### config.mk
export PLATFORM = sky130hd
export DESIGN_NAME = grid_local_minimum_scorer_unit_flat
export DESIGN_NICKNAME = d
export VERILOG_FILES = /design/src/glms_pkg.sv /design/src/glms_if.sv /design/src/glms_line_cell.sv /design/src/glms_scorer.sv /design/src/grid_local_minimum_scorer_unit.sv /design/src/flat_wrapper.sv
export SDC_FILE = /design/constraint.sdc
export NUM_CORES = 2
export LEC_CHECK = 0
export BUFFER_PORTS_ARGS = -buffer_cell sky130_fd_sc_hd__buf_4
export CORE_MARGIN = 2
export CORE_UTILIZATION = 45
export CTS_CLUSTER_DIAMETER = 100
export DETAILED_ROUTE_END_ITERATION = 8
export GPL_TIMING_DRIVEN = 0
export PLACE_DENSITY = 0.71
export SLEW_MARGIN = 15
export SYNTH_ARGS = -nofsm -noshare
export SYNTH_HDL_FRONTEND = slang
export SYNTH_SLANG_ARGS = --single-unit
### constraint.sdc
create_clock -name clk_i -period 34.5 [get_ports clk_i]
set_input_delay 8.625 -clock clk_i [delete_from_list [all_inputs] [get_ports clk_i]]
set_output_delay 8.625 -clock clk_i [all_outputs]
set_load 0.01 [all_outputs]
### src/glms_pkg.sv
package glms_pkg;

  localparam int unsigned HEIGHT_W   = 4;
  localparam int unsigned COL_CFG_W  = 9;
  localparam int unsigned ROW_W      = 16;
  localparam int unsigned CFG_DATA_W = 16;
  localparam int unsigned CFG_IDX_W  = 2;
  localparam int unsigned RISK_W     = 28;
  localparam int unsigned COUNT_W    = 24;

  localparam int unsigned MAX_COLUMNS_DEFAULT = 256;
  localparam int unsigned COLS_RESET          = 64;
  localparam int unsigned ROWS_RESET          = 64;
  localparam int unsigned RES_DEPTH           = 4;

  localparam logic [CFG_IDX_W-1:0] CFG_COLUMN_COUNT = 2'd0;
  localparam logic [CFG_IDX_W-1:0] CFG_ROW_COUNT    = 2'd1;

  localparam logic [HEIGHT_W-1:0] BORDER_HEIGHT = 4'd9;
  localparam logic [RISK_W-1:0]   RISK_LIMIT    = 28'd150994944;
  localparam logic [COUNT_W-1:0]  COUNT_LIMIT   = 24'd16776960;

  // One line cell: the same column two rows back and one row back
  typedef struct packed {
    logic [HEIGHT_W-1:0] older;
    logic [HEIGHT_W-1:0] newer;
  } glms_line_t;

  // One column of the three-row window with its position flags
  typedef struct packed {
    logic [HEIGHT_W-1:0] top;
    logic [HEIGHT_W-1:0] mid;
    logic [HEIGHT_W-1:0] bot;
    logic                has_up;
    logic                has_mid;
    logic                first;
    logic                last_col;
    logic                last_row;
  } glms_col_t;

  typedef struct packed {
    logic [RISK_W-1:0]  total_risk;
    logic [COUNT_W-1:0] minimum_count;
  } glms_res_t;

endpackage

### src/glms_if.sv
interface glms_in_if import glms_pkg::*; ();
  logic                valid;
  logic                ready;
  logic [HEIGHT_W-1:0] height;

  modport source (output valid, output height, input ready);
  modport sink (input valid, input height, output ready);
endinterface

interface glms_out_if import glms_pkg::*; ();
  logic               valid;
  logic               ready;
  logic [RISK_W-1:0]  total_risk;
  logic [COUNT_W-1:0] minimum_count;

  modport source (output valid, output total_risk, output minimum_count, input ready);
  modport sink (input valid, input total_risk, input minimum_count, output ready);
endinterface

### src/glms_line_cell.sv
module glms_line_cell import glms_pkg::*; #(
  parameter int unsigned INDEX = 0,
  parameter int unsigned IDX_W = $clog2(MAX_COLUMNS_DEFAULT)
) (
  input  logic             clk_i,
  input  logic             shift_i,
  input  logic [IDX_W-1:0] entry_i,
  input  glms_line_t       fresh_i,
  input  glms_line_t       prev_i,
  output glms_line_t       data_o
);

  glms_line_t data_q;
  glms_line_t data_d;

  // The entry cell takes the new column, all others take their neighbour
  always_comb begin
    data_d = data_q;
    if (shift_i) begin
      data_d = (entry_i == IDX_W'(INDEX)) ? fresh_i : prev_i;
    end
  end

  always_ff @(posedge clk_i) begin
    data_q <= data_d;
  end

  assign data_o = data_q;

endmodule

### src/glms_scorer.sv
module glms_scorer import glms_pkg::*; (
  input  logic      clk_i,
  input  logic      rst_ni,
  input  logic      restart_i,
  input  logic      col_valid_i,
  input  glms_col_t col_i,
  output logic      push_o,
  output glms_res_t res_o,
  output logic [1:0] ends_in_flight_o
);

  glms_col_t slot_q [3];
  logic      judge_v_q;

  logic        stage_v_q;
  logic        end_q;
  logic [6:0]  inc_risk_q;
  logic [2:0]  inc_cnt_q;
  logic [6:0]  inc_risk_d;
  logic [2:0]  inc_cnt_d;
  logic        end_d;

  logic [RISK_W-1:0]  risk_q, risk_d, risk_sat;
  logic [COUNT_W-1:0] cnt_q, cnt_d, cnt_sat;
  logic [RISK_W:0]    risk_sum;
  logic [COUNT_W:0]   cnt_sum;

  logic hit1, hit2, hit3, hit4;

  function automatic logic is_min(input logic [HEIGHT_W-1:0] v, input logic [HEIGHT_W-1:0] up,
                                  input logic [HEIGHT_W-1:0] dn, input logic [HEIGHT_W-1:0] lf,
                                  input logic [HEIGHT_W-1:0] rt);
    return (v < up) && (v < dn) && (v < lf) && (v < rt);
  endfunction

  function automatic logic [6:0] weight(input logic hit, input logic [HEIGHT_W-1:0] v);
    return hit ? (7'(v) + 7'd1) : 7'd0;
  endfunction

  // Window columns: newest first, shifted once per accepted cell
  always_ff @(posedge clk_i) begin
    if (col_valid_i) begin
      slot_q[0] <= col_i;
      slot_q[1] <= slot_q[0];
      slot_q[2] <= slot_q[1];
    end
  end

  // Middle row, one column back: its right neighbour has just arrived
  // Middle row at the row end: right neighbour is the border
  // Bottom row of the frame: the cell one back and the cell just arrived
  always_comb begin
    hit1 = slot_q[0].has_mid && !slot_q[0].first &&
           is_min(slot_q[1].mid,
                  slot_q[1].has_up ? slot_q[1].top : BORDER_HEIGHT,
                  slot_q[1].bot,
                  slot_q[1].first ? BORDER_HEIGHT : slot_q[2].mid,
                  slot_q[0].mid);
    hit2 = slot_q[0].has_mid && slot_q[0].last_col &&
           is_min(slot_q[0].mid,
                  slot_q[0].has_up ? slot_q[0].top : BORDER_HEIGHT,
                  slot_q[0].bot,
                  slot_q[0].first ? BORDER_HEIGHT : slot_q[1].mid,
                  BORDER_HEIGHT);
    hit3 = slot_q[0].last_row && !slot_q[0].first &&
           is_min(slot_q[1].bot,
                  slot_q[1].has_mid ? slot_q[1].mid : BORDER_HEIGHT,
                  BORDER_HEIGHT,
                  slot_q[1].first ? BORDER_HEIGHT : slot_q[2].bot,
                  slot_q[0].bot);
    hit4 = slot_q[0].last_row && slot_q[0].last_col &&
           is_min(slot_q[0].bot,
                  slot_q[0].has_mid ? slot_q[0].mid : BORDER_HEIGHT,
                  BORDER_HEIGHT,
                  slot_q[0].first ? BORDER_HEIGHT : slot_q[1].bot,
                  BORDER_HEIGHT);
    inc_risk_d = weight(hit1, slot_q[1].mid) + weight(hit2, slot_q[0].mid) +
                 weight(hit3, slot_q[1].bot) + weight(hit4, slot_q[0].bot);
    inc_cnt_d  = 3'(hit1) + 3'(hit2) + 3'(hit3) + 3'(hit4);
    end_d      = slot_q[0].last_row && slot_q[0].last_col;
  end

  always_ff @(posedge clk_i) begin
    inc_risk_q <= inc_risk_d;
    inc_cnt_q  <= inc_cnt_d;
    end_q      <= end_d;
  end

  // Saturating accumulate
  always_comb begin
    risk_sum = (RISK_W+1)'(risk_q) + (RISK_W+1)'(inc_risk_q);
    cnt_sum  = (COUNT_W+1)'(cnt_q) + (COUNT_W+1)'(inc_cnt_q);
    risk_sat = (risk_sum > (RISK_W+1)'(RISK_LIMIT)) ? RISK_LIMIT : risk_sum[RISK_W-1:0];
    cnt_sat  = (cnt_sum > (COUNT_W+1)'(COUNT_LIMIT)) ? COUNT_LIMIT : cnt_sum[COUNT_W-1:0];

    risk_d = risk_q;
    cnt_d  = cnt_q;
    if (restart_i) begin
      risk_d = '0;
      cnt_d  = '0;
    end else if (stage_v_q) begin
      // Drop the sums once the frame result leaves
      risk_d = end_q ? '0 : risk_sat;
      cnt_d  = end_q ? '0 : cnt_sat;
    end
  end

  always_ff @(posedge clk_i or negedge rst_ni) begin
    if (!rst_ni) begin
      judge_v_q <= 1'b0;
      stage_v_q <= 1'b0;
      risk_q    <= '0;
      cnt_q     <= '0;
    end else begin
      judge_v_q <= col_valid_i;
      stage_v_q <= judge_v_q;
      risk_q    <= risk_d;
      cnt_q     <= cnt_d;
    end
  end

  assign push_o              = stage_v_q && end_q;
  assign res_o.total_risk    = risk_sat;
  assign res_o.minimum_count = cnt_sat;
  assign ends_in_flight_o    = 2'(judge_v_q && end_d) + 2'(stage_v_q && end_q);

endmodule

### src/grid_local_minimum_scorer_unit.sv
// Four-neighbour local minimum scorer.
// Input channel in_i carries one height per request in raster order; the frame
// is column_count by row_count cells, set through the write port
// (cfg_we_i, cfg_idx_i, cfg_data_i), and any write to a known register
// restarts the frame. A cell lower than all four neighbours (border cells see
// height 9) adds its height plus one to the risk total and one to the count.
// Output channel out_o carries one request per frame with both saturated sums.
// Throughput: one cell per clock while in_i.ready is high. Each cell shifts a
// chain of line cells once, so the two stored rows cost nothing per item beyond
// that shift. The result passes the window column register, the judge stage
// and the accumulate into the queue after the frame's last cell is accepted.
// Results sit in a four-entry queue. While the receiver stalls, in_i.ready
// drops as soon as the queue plus frame ends still in the pipeline could fill
// it; nothing is lost. Reset sets 64 by 64 (column count clamped to
// MAX_COLUMNS), clears positions, sums and queue; the line cells are not
// cleared and are only read once written in the current frame.
module grid_local_minimum_scorer_unit import glms_pkg::*; #(
  parameter int unsigned MAX_COLUMNS = MAX_COLUMNS_DEFAULT
) (
  input  logic                  clk_i,
  input  logic                  rst_ni,
  glms_in_if.sink               in_i,
  glms_out_if.source            out_o,
  input  logic                  cfg_we_i,
  input  logic [CFG_IDX_W-1:0]  cfg_idx_i,
  input  logic [CFG_DATA_W-1:0] cfg_data_i
);

  localparam int unsigned IDX_W    = $clog2(MAX_COLUMNS);
  localparam int unsigned COLS_RST = (COLS_RESET > MAX_COLUMNS) ? MAX_COLUMNS : COLS_RESET;
  localparam int unsigned PTR_W    = $clog2(RES_DEPTH);
  localparam int unsigned CNT_W    = $clog2(RES_DEPTH + 1);

  logic [IDX_W-1:0] col_pos_q, col_pos_d;
  logic [ROW_W-1:0] row_pos_q, row_pos_d;
  logic [IDX_W-1:0] last_col_q, last_col_d;
  logic [IDX_W-1:0] entry_q, entry_d;
  logic [ROW_W-1:0] last_row_q, last_row_d;

  logic        in_fire;
  logic        cfg_restart;
  logic        at_last_col;
  logic        at_last_row;
  logic [31:0] cols_req;
  logic [ROW_W-1:0] rows_req;

  glms_line_t cell_data [MAX_COLUMNS];
  glms_line_t line_out;
  glms_line_t line_in;
  glms_col_t  col_d;

  logic       push;
  glms_res_t  push_res;
  logic [1:0] ends_in_flight;

  glms_res_t        res_mem [RES_DEPTH];
  logic [PTR_W-1:0] wr_ptr_q, rd_ptr_q;
  logic [CNT_W-1:0] count_q;
  logic             pop;
  logic [CNT_W:0]   room_need;

  assign in_fire     = in_i.valid && in_i.ready;
  assign cfg_restart = cfg_we_i && ((cfg_idx_i == CFG_COLUMN_COUNT) ||
                                    (cfg_idx_i == CFG_ROW_COUNT));
  assign at_last_col = (col_pos_q == last_col_q);
  assign at_last_row = (row_pos_q == last_row_q);

  // Line chain: fixed exit at the far end, entry point set by the column count
  assign line_out = cell_data[MAX_COLUMNS-1];
  assign line_in  = '{older: line_out.newer, newer: in_i.height};

  for (genvar i = 0; i < MAX_COLUMNS; i++) begin : g_cell
    if (i == 0) begin : g_head
      glms_line_cell #(
        .INDEX (i),
        .IDX_W (IDX_W)
      ) u_cell (
        .clk_i   (clk_i),
        .shift_i (in_fire),
        .entry_i (entry_q),
        .fresh_i (line_in),
        .prev_i  (line_in),
        .data_o  (cell_data[i])
      );
    end else begin : g_body
      glms_line_cell #(
        .INDEX (i),
        .IDX_W (IDX_W)
      ) u_cell (
        .clk_i   (clk_i),
        .shift_i (in_fire),
        .entry_i (entry_q),
        .fresh_i (line_in),
        .prev_i  (cell_data[i-1]),
        .data_o  (cell_data[i])
      );
    end
  end

  always_comb begin
    col_d.top      = line_out.older;
    col_d.mid      = line_out.newer;
    col_d.bot      = in_i.height;
    col_d.has_up   = (row_pos_q >= ROW_W'(2));
    col_d.has_mid  = (row_pos_q != '0);
    col_d.first    = (col_pos_q == '0);
    col_d.last_col = at_last_col;
    col_d.last_row = at_last_row;
  end

  // Configuration: clamp the counts once, at the write
  always_comb begin
    cols_req = {{(32-COL_CFG_W){1'b0}}, cfg_data_i[COL_CFG_W-1:0]};
    if (cols_req == 32'd0) begin
      cols_req = 32'd1;
    end else if (cols_req > 32'(MAX_COLUMNS)) begin
      cols_req = 32'(MAX_COLUMNS);
    end
    rows_req = cfg_data_i[ROW_W-1:0];

    last_col_d = last_col_q;
    entry_d    = entry_q;
    last_row_d = last_row_q;
    if (cfg_we_i && (cfg_idx_i == CFG_COLUMN_COUNT)) begin
      last_col_d = IDX_W'(cols_req - 32'd1);
      entry_d    = IDX_W'(32'(MAX_COLUMNS) - cols_req);
    end
    if (cfg_we_i && (cfg_idx_i == CFG_ROW_COUNT)) begin
      last_row_d = (rows_req == '0) ? '0 : (rows_req - ROW_W'(1));
    end
  end

  always_comb begin
    col_pos_d = col_pos_q;
    row_pos_d = row_pos_q;
    if (cfg_restart) begin
      col_pos_d = '0;
      row_pos_d = '0;
    end else if (in_fire) begin
      if (at_last_col && at_last_row) begin
        col_pos_d = '0;
        row_pos_d = '0;
      end else if (at_last_col) begin
        col_pos_d = '0;
        row_pos_d = row_pos_q + ROW_W'(1);
      end else begin
        col_pos_d = col_pos_q + IDX_W'(1);
      end
    end
  end

  always_ff @(posedge clk_i or negedge rst_ni) begin
    if (!rst_ni) begin
      col_pos_q  <= '0;
      row_pos_q  <= '0;
      last_col_q <= IDX_W'(COLS_RST - 1);
      entry_q    <= IDX_W'(MAX_COLUMNS - COLS_RST);
      last_row_q <= ROW_W'(ROWS_RESET - 1);
    end else begin
      col_pos_q  <= col_pos_d;
      row_pos_q  <= row_pos_d;
      last_col_q <= last_col_d;
      entry_q    <= entry_d;
      last_row_q <= last_row_d;
    end
  end

  glms_scorer u_scorer (
    .clk_i            (clk_i),
    .rst_ni           (rst_ni),
    .restart_i        (cfg_restart),
    .col_valid_i      (in_fire),
    .col_i            (col_d),
    .push_o           (push),
    .res_o            (push_res),
    .ends_in_flight_o (ends_in_flight)
  );

  // Result queue; hold the input while pending frame ends could overflow it
  assign pop         = out_o.valid && out_o.ready;
  assign room_need   = (CNT_W+1)'(count_q) + (CNT_W+1)'(ends_in_flight);
  assign in_i.ready  = (room_need < (CNT_W+1)'(RES_DEPTH));
  assign out_o.valid = (count_q != '0);
  assign out_o.total_risk    = res_mem[rd_ptr_q].total_risk;
  assign out_o.minimum_count = res_mem[rd_ptr_q].minimum_count;

  always_ff @(posedge clk_i) begin
    if (push) begin
      res_mem[wr_ptr_q] <= push_res;
    end
  end

  always_ff @(posedge clk_i or negedge rst_ni) begin
    if (!rst_ni) begin
      wr_ptr_q <= '0;
      rd_ptr_q <= '0;
      count_q  <= '0;
    end else begin
      if (push) begin
        wr_ptr_q <= (wr_ptr_q == PTR_W'(RES_DEPTH - 1)) ? '0 : (wr_ptr_q + PTR_W'(1));
      end
      if (pop) begin
        rd_ptr_q <= (rd_ptr_q == PTR_W'(RES_DEPTH - 1)) ? '0 : (rd_ptr_q + PTR_W'(1));
      end
      if (push && !pop) begin
        count_q <= count_q + CNT_W'(1);
      end else if (pop && !push) begin
        count_q <= count_q - CNT_W'(1);
      end
    end
  end

endmodule

### src/flat_wrapper.sv
// flat-port wrapper written by rule: the top's interface ports become plain ports
module grid_local_minimum_scorer_unit_flat import glms_pkg::*;
#(
  parameter int unsigned MAX_COLUMNS = MAX_COLUMNS_DEFAULT
)
  (clk_i, rst_ni, cfg_we_i, cfg_idx_i, cfg_data_i, in_i_valid, in_i_height, in_i_ready, out_o_valid, out_o_total_risk, out_o_minimum_count, out_o_ready);
  glms_in_if in_i_i ();
  glms_out_if out_o_i ();
  input  logic clk_i;
  input  logic rst_ni;
  input  logic cfg_we_i;
  input  logic [CFG_IDX_W-1:0] cfg_idx_i;
  input  logic [CFG_DATA_W-1:0] cfg_data_i;
  input wire logic [$bits(in_i_i.valid)-1:0] in_i_valid;
  input wire logic [$bits(in_i_i.height)-1:0] in_i_height;
  output wire logic [$bits(in_i_i.ready)-1:0] in_i_ready;
  output wire logic [$bits(out_o_i.valid)-1:0] out_o_valid;
  output wire logic [$bits(out_o_i.total_risk)-1:0] out_o_total_risk;
  output wire logic [$bits(out_o_i.minimum_count)-1:0] out_o_minimum_count;
  input wire logic [$bits(out_o_i.ready)-1:0] out_o_ready;
  assign in_i_i.valid = in_i_valid;
  assign in_i_i.height = in_i_height;
  assign in_i_ready = in_i_i.ready;
  assign out_o_valid = out_o_i.valid;
  assign out_o_total_risk = out_o_i.total_risk;
  assign out_o_minimum_count = out_o_i.minimum_count;
  assign out_o_i.ready = out_o_ready;
  grid_local_minimum_scorer_unit #(.MAX_COLUMNS(MAX_COLUMNS)) u_core (.clk_i(clk_i), .rst_ni(rst_ni), .in_i(in_i_i), .out_o(out_o_i), .cfg_we_i(cfg_we_i), .cfg_idx_i(cfg_idx_i), .cfg_data_i(cfg_data_i));
endmodule
Yosys cells after proc, flatten, opt, wreduce, memory -nomap -nowiden
Memory sizes are Yosys's and may differ from the RTL's.
Index checks and enable logic that the tools add are counted.
{ "word_totals": {"regBits": 2176, "ram_bits": 259, "in_bits": 27, "output_inout_bits": 54, "wordCells": 1171, "mem_count": 2} }
{ "op_classes": {"n_addsub": 23, "order_cmp": 20, "eq_ne": 260, "n_mux": 294, "n_reduce_logical": 45} }
{ "memory_table": {"columns": ["name", "words", "width", "rd", "rd_ports_with_merged_regs", "wr", "line", "text"], "rows": [
  ["u_core.res_mem", 4, 52, 1, 0, 1, "grid_local_minimum_scorer_unit.sv:56", "glms_res_t res_mem [RES_DEPTH];"],
  ["u_core.u_scorer.slot_q", 3, 17, 3, 0, 3, "glms_scorer.sv:12", "glms_col_t slot_q [3];"]
]} }
{ "ops": {"columns": ["operator", "count"], "rows": [
  ["2-to-1 mux 8 bit", 261],
  ["equality test 8 bit (second input constant)", 128],
  ["equality test 8 x 7 -> 1 bit (second input constant)", 64],
  ["equality test 8 x 6 -> 1 bit (second input constant)", 32],
  ["equality test 8 x 5 -> 1 bit (second input constant)", 16],
  ["2-to-1 mux 28 bit", 4],
  ["2-to-1 mux 24 bit", 4],
  ["2-to-1 mux 16 bit", 5],
  ["equality test 8 x 4 -> 1 bit (second input constant)", 8],
  ["less-than comparator 4 bit", 12],
  ["equality test 8 x 3 -> 1 bit (second input constant)", 4],
  ["2-to-1 mux 4 bit", 8],
  ["logical AND 1 bit", 30],
  ["adder 28 x 7 -> 29 bit", 1],
  ["greater-than comparator 29 x 28 -> 1 bit (second input constant)", 1],
  ["adder 24 x 3 -> 25 bit", 1],
  ["greater-than comparator 25 x 24 -> 1 bit (second input constant)", 1],
  ["adder 4 x 1 -> 5 bit (second input constant)", 4],
  ["2-to-1 mux 5 bit", 4],
  ["adder 16 x 1 -> 16 bit (second input constant)", 1],
  ["equality test 16 bit", 1],
  ["equality test 8 x 2 -> 1 bit (second input constant)", 2],
  ["greater-or-equal comparator 16 x 2 -> 1 bit (second input constant)", 1],
  ["logical NOT 16 bit", 1],
  ["other kinds (33)", 48]
]} }

Logic depth before layout (Yosys ltp)
An unclocked memory read counts as a cell.
{ "depth": {"word_depth": 11, "ltp_mapped": 19, "mapped_depth_nobuf": 19} }

Modules after synthesis
A second synthesis with hierarchy kept.
{ "unflattened": {"cells_unflattened": 6438, "hier_area_um2": 119527.1} }
{ "by_module_without_submodules": {"columns": ["module", "n_inst", "cells_per_inst", "area_each_um2", "seq_area_each_um2"], "rows": [
  ["glms_line_cell at u_core.g_cell[115].g_body.u_cell ...", 32, 19, 379.1, 240.2],
  ["glms_line_cell at u_core.g_cell[100].g_body.u_cell ...", 32, 19, 377.9, 240.2],
  ["grid_local_minimum_scorer_unit", 1, 687, 11322.1, 7840.0],
  ["glms_line_cell at u_core.g_cell[108].g_body.u_cell ...", 24, 19, 367.9, 240.2],
  ["glms_scorer", 1, 887, 7893.8, 2772.7],
  ["glms_line_cell at u_core.g_cell[128].g_body.u_cell ...", 20, 19, 381.6, 240.2],
  ["glms_line_cell at u_core.g_cell[103].g_body.u_cell ...", 16, 19, 431.7, 240.2],
  ["glms_line_cell at u_core.g_cell[117].g_body.u_cell ...", 16, 19, 422.9, 240.2],
  ["glms_line_cell at u_core.g_cell[129].g_body.u_cell ...", 16, 19, 419.2, 240.2],
  ["glms_line_cell at u_core.g_cell[119].g_body.u_cell ...", 16, 19, 397.9, 240.2],
  ["glms_line_cell at u_core.g_cell[101].g_body.u_cell ...", 16, 19, 396.6, 240.2],
  ["glms_line_cell at u_core.g_cell[113].g_body.u_cell ...", 16, 19, 389.1, 240.2],
  ["glms_line_cell at u_core.g_cell[111].g_body.u_cell ...", 8, 19, 429.2, 240.2],
  ["glms_line_cell at u_core.g_cell[112].g_body.u_cell ...", 8, 19, 415.4, 240.2],
  ["+9 rows", null, null, null, null]
]} }

Least setup slack after synthesis
Ideal clock, no wire load.
{ "synth_path": {"kind": "input to register", "start": "input in_i_valid", "end": "register u_core.row_pos_q[14]", "setup_ps": 78, "arrival_ps": 38354, "required_ps": 34422, "path_slack_ps": -3932, "stages": 8, "path_buffers": 1, "path_cell_list": "and2_1 buf_2 nor2_1 nor2_1 and2_1 nand4_1 or3_1 a21oi_1"} }
{ "synth_via": {"elab_chain_cells": 3} }
{ "synth_lines": {"columns": ["item", "line", "text"], "rows": [
  ["start, declared", "flat_wrapper.sv:14", "input wire logic [$bits(in_i_i.valid)-1:0] in_i_valid;"],
  ["logical AND 1 bit", "grid_local_minimum_scorer_unit.sv:62", "assign in_fire = in_i.valid && in_i.ready;"],
  ["net u_core.g_cell[0].g_head.u_cell.shift_i", "glms_line_cell.sv:6", "input logic shift_i,"],
  ["nonzero test 2 bit (no source line)", null, null],
  ["AND reduction 2 bit (no source line)", null, null],
  ["end signal, assigned", "grid_local_minimum_scorer_unit.sv:161", "row_pos_q <= row_pos_d;"],
  ["end, declared", "grid_local_minimum_scorer_unit.sv:35", "logic [ROW_W-1:0] row_pos_q, row_pos_d;"]
]} }
The timed path passes the listed nets, and every way through them passes these cells.
A chain may end at the register's enable or synchronous reset.

Worst setup path in the final report
{ "layout_path": {"start": "register u_core.rd_ptr_q[0]", "end": "output out_o_minimum_count[15]"} }
{ "layout_via": {"elab_chain_cells": 1} }
{ "layout_lines": {"columns": ["item", "line", "text"], "rows": [
  ["start, declared", "grid_local_minimum_scorer_unit.sv:57", "logic [PTR_W-1:0] wr_ptr_q, rd_ptr_q;"],
  ["start signal, assigned", "grid_local_minimum_scorer_unit.sv:203", "rd_ptr_q <= (rd_ptr_q == PTR_W'(RES_DEPTH - 1)) ? '0 : (rd_ptr_q + PTR_W'(1));"],
  ["memory read (4 x 52 bit)", null, null],
  ["end, declared", "flat_wrapper.sv:19", "output wire logic [$bits(out_o_i.minimum_count)-1:0] out_o_minimum_count;"]
]} }
Every way passes these cells.

==> results.sh <==
export IMPL_multiInputGateArea_um2=31820
export IMPL_tns_ns=0
export IMPL_finalHoldViolCount=0
export IMPL_num_rows=177
export IMPL_cpMaxStageDelayCell="buf_1"
export IMPL_synth_area_um2=105100
export IMPL_worst_pin_slew_ns=1.280
export IMPL_path_max_fanout=10
export IMPL_vias=55340
export IMPL_ff2ff_path_depth=10
export IMPL_startpoint="u_core.rd_ptr_q[0]$_DFFE_PN0P_"
export IMPL_dieWidth_um=487.2
export IMPL_routabilityCongestion=0.8532
export IMPL_num_io_pins=81
export IMPL_reg2reg_to="u_core.g_cell[24].g_body.u_cell.data_o[3]$_DFFE_PP_"
export IMPL_r2r_slack_ns=29.13
export IMPL_dieHeight_um=487.2
export IMPL_ys_seq_area_share_pct=68.40
export IMPL_postCtsSetupBuffers=0
export IMPL_crit_path_cell_trace="clkbuf_1 -> buf_1 -> mux4_2 -> buf_4"
export IMPL_async_reset_ff_share_pct=4.843
export IMPL_wl_per_cell_um=23.53
export IMPL_fin_crit_ns=11.84
export IMPL_ys_types=78
export IMPL_r2r_start="u_core.u_scorer.slot_q[0][0]$_DFFE_PP_"
export IMPL_peakVddDrop_uv=71.45
export IMPL_postRouteAntennaNets=0
export IMPL_cts_made_buffers=237
export IMPL_drt_iter0_markers=5786
export IMPL_fillers=18530
export IMPL_critPathCaptureType="primary output"
export IMPL_insertion_delay_ns=0.90
export IMPL_cp_data_required_time_ns=25.87
export IMPL_final_core_util_pct=51.04
export IMPL_setup_viol=0
export IMPL_skew_ns=0.05265
export IMPL_outcome="completed"
export IMPL_max_cap_viol_count=0
export IMPL_grt_max_degree=180
export IMPL_synth_ff_type="edfxtp_1"
export IMPL_critPathKind="flop to primary output"
export IMPL_p_leak_nw=40.21
export IMPL_die_area_um2=237400
export IMPL_syn_area_per_cell_um2=17.04
export IMPL_antenna_found_initial=12
export IMPL_synthToLayoutAreaGrowth_pct=12.85
export IMPL_cp_start_kind="flop"
export IMPL_drc_errors=0
export IMPL_clkTransAtPathRegs_ns=0.06
export IMPL_seq_area_um2=71870
export IMPL_grt_overflow=0
export IMPL_first_pass_iters=6
export IMPL_port_buffers=76
export IMPL_vias_per_cell=5.649
export IMPL_post_route_period_util_pct=34.33
export IMPL_cts_root_buf="clkbuf_16"
export IMPL_cts_repair_resized=0
export IMPL_nets=6656
export IMPL_synth_edff_count=2288
export IMPL_core_area_um2=232300
export IMPL_cts_tree="built"
export IMPL_wl_um=230500
export IMPL_cts_hold_buf=0
export IMPL_yosys_warnings=0
export IMPL_whs_ns=0.3697
export IMPL_crit_end="out_o_minimum_count[15]"
export IMPL_grt_pass1_vias=55080
export IMPL_hpwlAfterDp_um=147300
export IMPL_cts_sinks=2416
export IMPL_rsz0062_at_grt="no"
export IMPL_grt_pass1_wl_um=347400
export IMPL_synth_seq_cells=2416
export IMPL_max_stage_delay_ns=0.75
export IMPL_arrival_ns=3.22
export IMPL_start_util_pct=45.23
export IMPL_drive_gt1_share_pct=40.37
export IMPL_cts_max_level=4
export IMPL_slew_viol_final=0
export IMPL_syn_instance_count=6166
export IMPL_power_density_nw_per_um2=69.36
export IMPL_cts_buffer_depth=3
export IMPL_max_freq_mhz=84.43
export IMPL_hold_class="flop to flop"
export IMPL_relSlewSlack_pct=14.36
export IMPL_grt_use_total_pct=19.12
## final cells by class
cell class | count | area share (%)
antenna | 7 | 0.01477
clock buffer | 295 | 5.304
inverter | 65 | 0.2058
multi-input combinational | 3344 | 26.84
tap | 3043 | 3.211
sequential | 2416 | 60.61
clock inverter | 151 | 1.241
buffer | 342 | 1.178
timing repair buffer | 134 | 1.399
## worst min path at each step
stage | from | to | slack, ns | cells past startpoint
finish | u_core.u_scorer.judge_v_q$_DFF_PN0_ | u_core.u_scorer.stage_v_q$_DFF_PN0_ | 0.37 | 0
global route | u_core.u_scorer.judge_v_q$_DFF_PN0_ | u_core.u_scorer.stage_v_q$_DFF_PN0_ | 0.38 | 0
CTS | u_core.u_scorer.judge_v_q$_DFF_PN0_ | u_core.u_scorer.stage_v_q$_DFF_PN0_ | 0.37 | 0
detailed placement | u_core.u_scorer.judge_v_q$_DFF_PN0_ | u_core.u_scorer.stage_v_q$_DFF_PN0_ | 0.36 | 0
global placement | u_core.u_scorer.judge_v_q$_DFF_PN0_ | u_core.u_scorer.stage_v_q$_DFF_PN0_ | 0.35 | 0
floorplan | u_core.u_scorer.judge_v_q$_DFF_PN0_ | u_core.u_scorer.stage_v_q$_DFF_PN0_ | 0.35 | 0
## logic make-up after synthesis
family | count (synthesis) | synth area share, %
AO/OA/AOI/OAI | 258 | 1.578
XOR/XNOR | 93 | 0.7752
adder cells (fa/ha/maj) | 89 | 1.160
buffers and inverters | 407 | 1.494
flip-flops | 2416 | 68.40
multiplexers | 2099 | 23.05
other | 2 | 0.007147
AND/OR/NAND/NOR | 802 | 3.540
## registers in the layout, indices dropped and copies added, names as in the netlist, 2 cells and up
name                                count
u_core.g_cell.g_body.u_cell.data_o   2040
u_core.res_mem                        208
u_core.u_scorer.slot_q                 34
u_core.u_scorer.risk_q                 28
u_core.u_scorer.cnt_q                  24
u_core.last_row_q                      16
u_core.row_pos_q                       16
u_core.col_pos_q                        8
u_core.entry_q                          8
u_core.last_col_q                       8
u_core.u_scorer.inc_risk_q              7
u_core.g_cell.g_head.u_cell.data_o      6
u_core.count_q                          3
u_core.u_scorer.inc_cnt_q               3
u_core.rd_ptr_q                         2
u_core.wr_ptr_q                         2
## per-stage QoR
step	setup slack [ns]	total power, mW	cell area, µm²	std cells
after detailed placement	21.93	5.698	110800	9343
final	22.66	8.225	118600	9797
after global routing	22.34	8.547	118600	9791
after global placement	1.764	6.118	109500	9286
after floorplan	8.304	5.537	105100	6167
after CTS	22.46	8.276	118600	9789
## report_power, final
part	switching [mW]	internal [mW]	leakage, nW
Sequential	0.179	4.08	23.2
Clock	1.14	1.44	3.78
Combinational	0.811	0.577	13.2
Total	2.13	6.09	40.2
## Yosys cell counts, drive strengths merged (13+ instances only)
cell type  number  area share [%]
nor2          163            0.59
a21o           13           0.093
ha             75            0.89
a21oi          52            0.25
nand3          27            0.13
xnor2          59            0.49
nor3           53            0.26
and3           25            0.15
xor2           34            0.28
inv            65            0.23
and2           14           0.083
nand2         355             1.3
dfstp          14            0.35
edfxtp       2288              65
a22o           14            0.12
or2            16           0.095
nand4          27            0.16
mux4           52             1.1
nor4           29            0.18
nand2b         32            0.19
clkbuf        320             1.1
dfrtp         103             2.5
buf            22            0.12
o21ai         104            0.50
fa             14            0.27
mux2         2045              22
nor2b          20            0.12
## worst max-delay path: cells and delay by family, from the launching register on
family	cells	cell delay, ns
buffers and inverters	3	1.38
flip-flops	1	0.34
multiplexers	1	0.63
## layout by cell type (no fill, tap or decap), types with 37 or more instances in the layout
cell       synthesis  layout
edfxtp_1        2288    2288
mux2_2          2044    2044
nand2_1          355     355
clkbuf_1         320     327
clkbuf_16          0     238
nor2_1           161     161
o21ai_0          103     103
dfrtp_1          103     103
buf_4              0      89
ha_1              75      75
inv_1             65      65
xnor2_1           59      59
clkinv_2           0      55
a21oi_1           52      52
mux4_2            52      52
clkinv_1           0      46
clkbuf_2           0      38
nor3_1            52      37
## per-layer routing
metal	wire length, µm	track usage, %
met2	108600	30.24
met1	102000	27.26
met5	13	0
met3	14810	3.430
met4	5157	5.045
(Power assumes the default switching activity.)
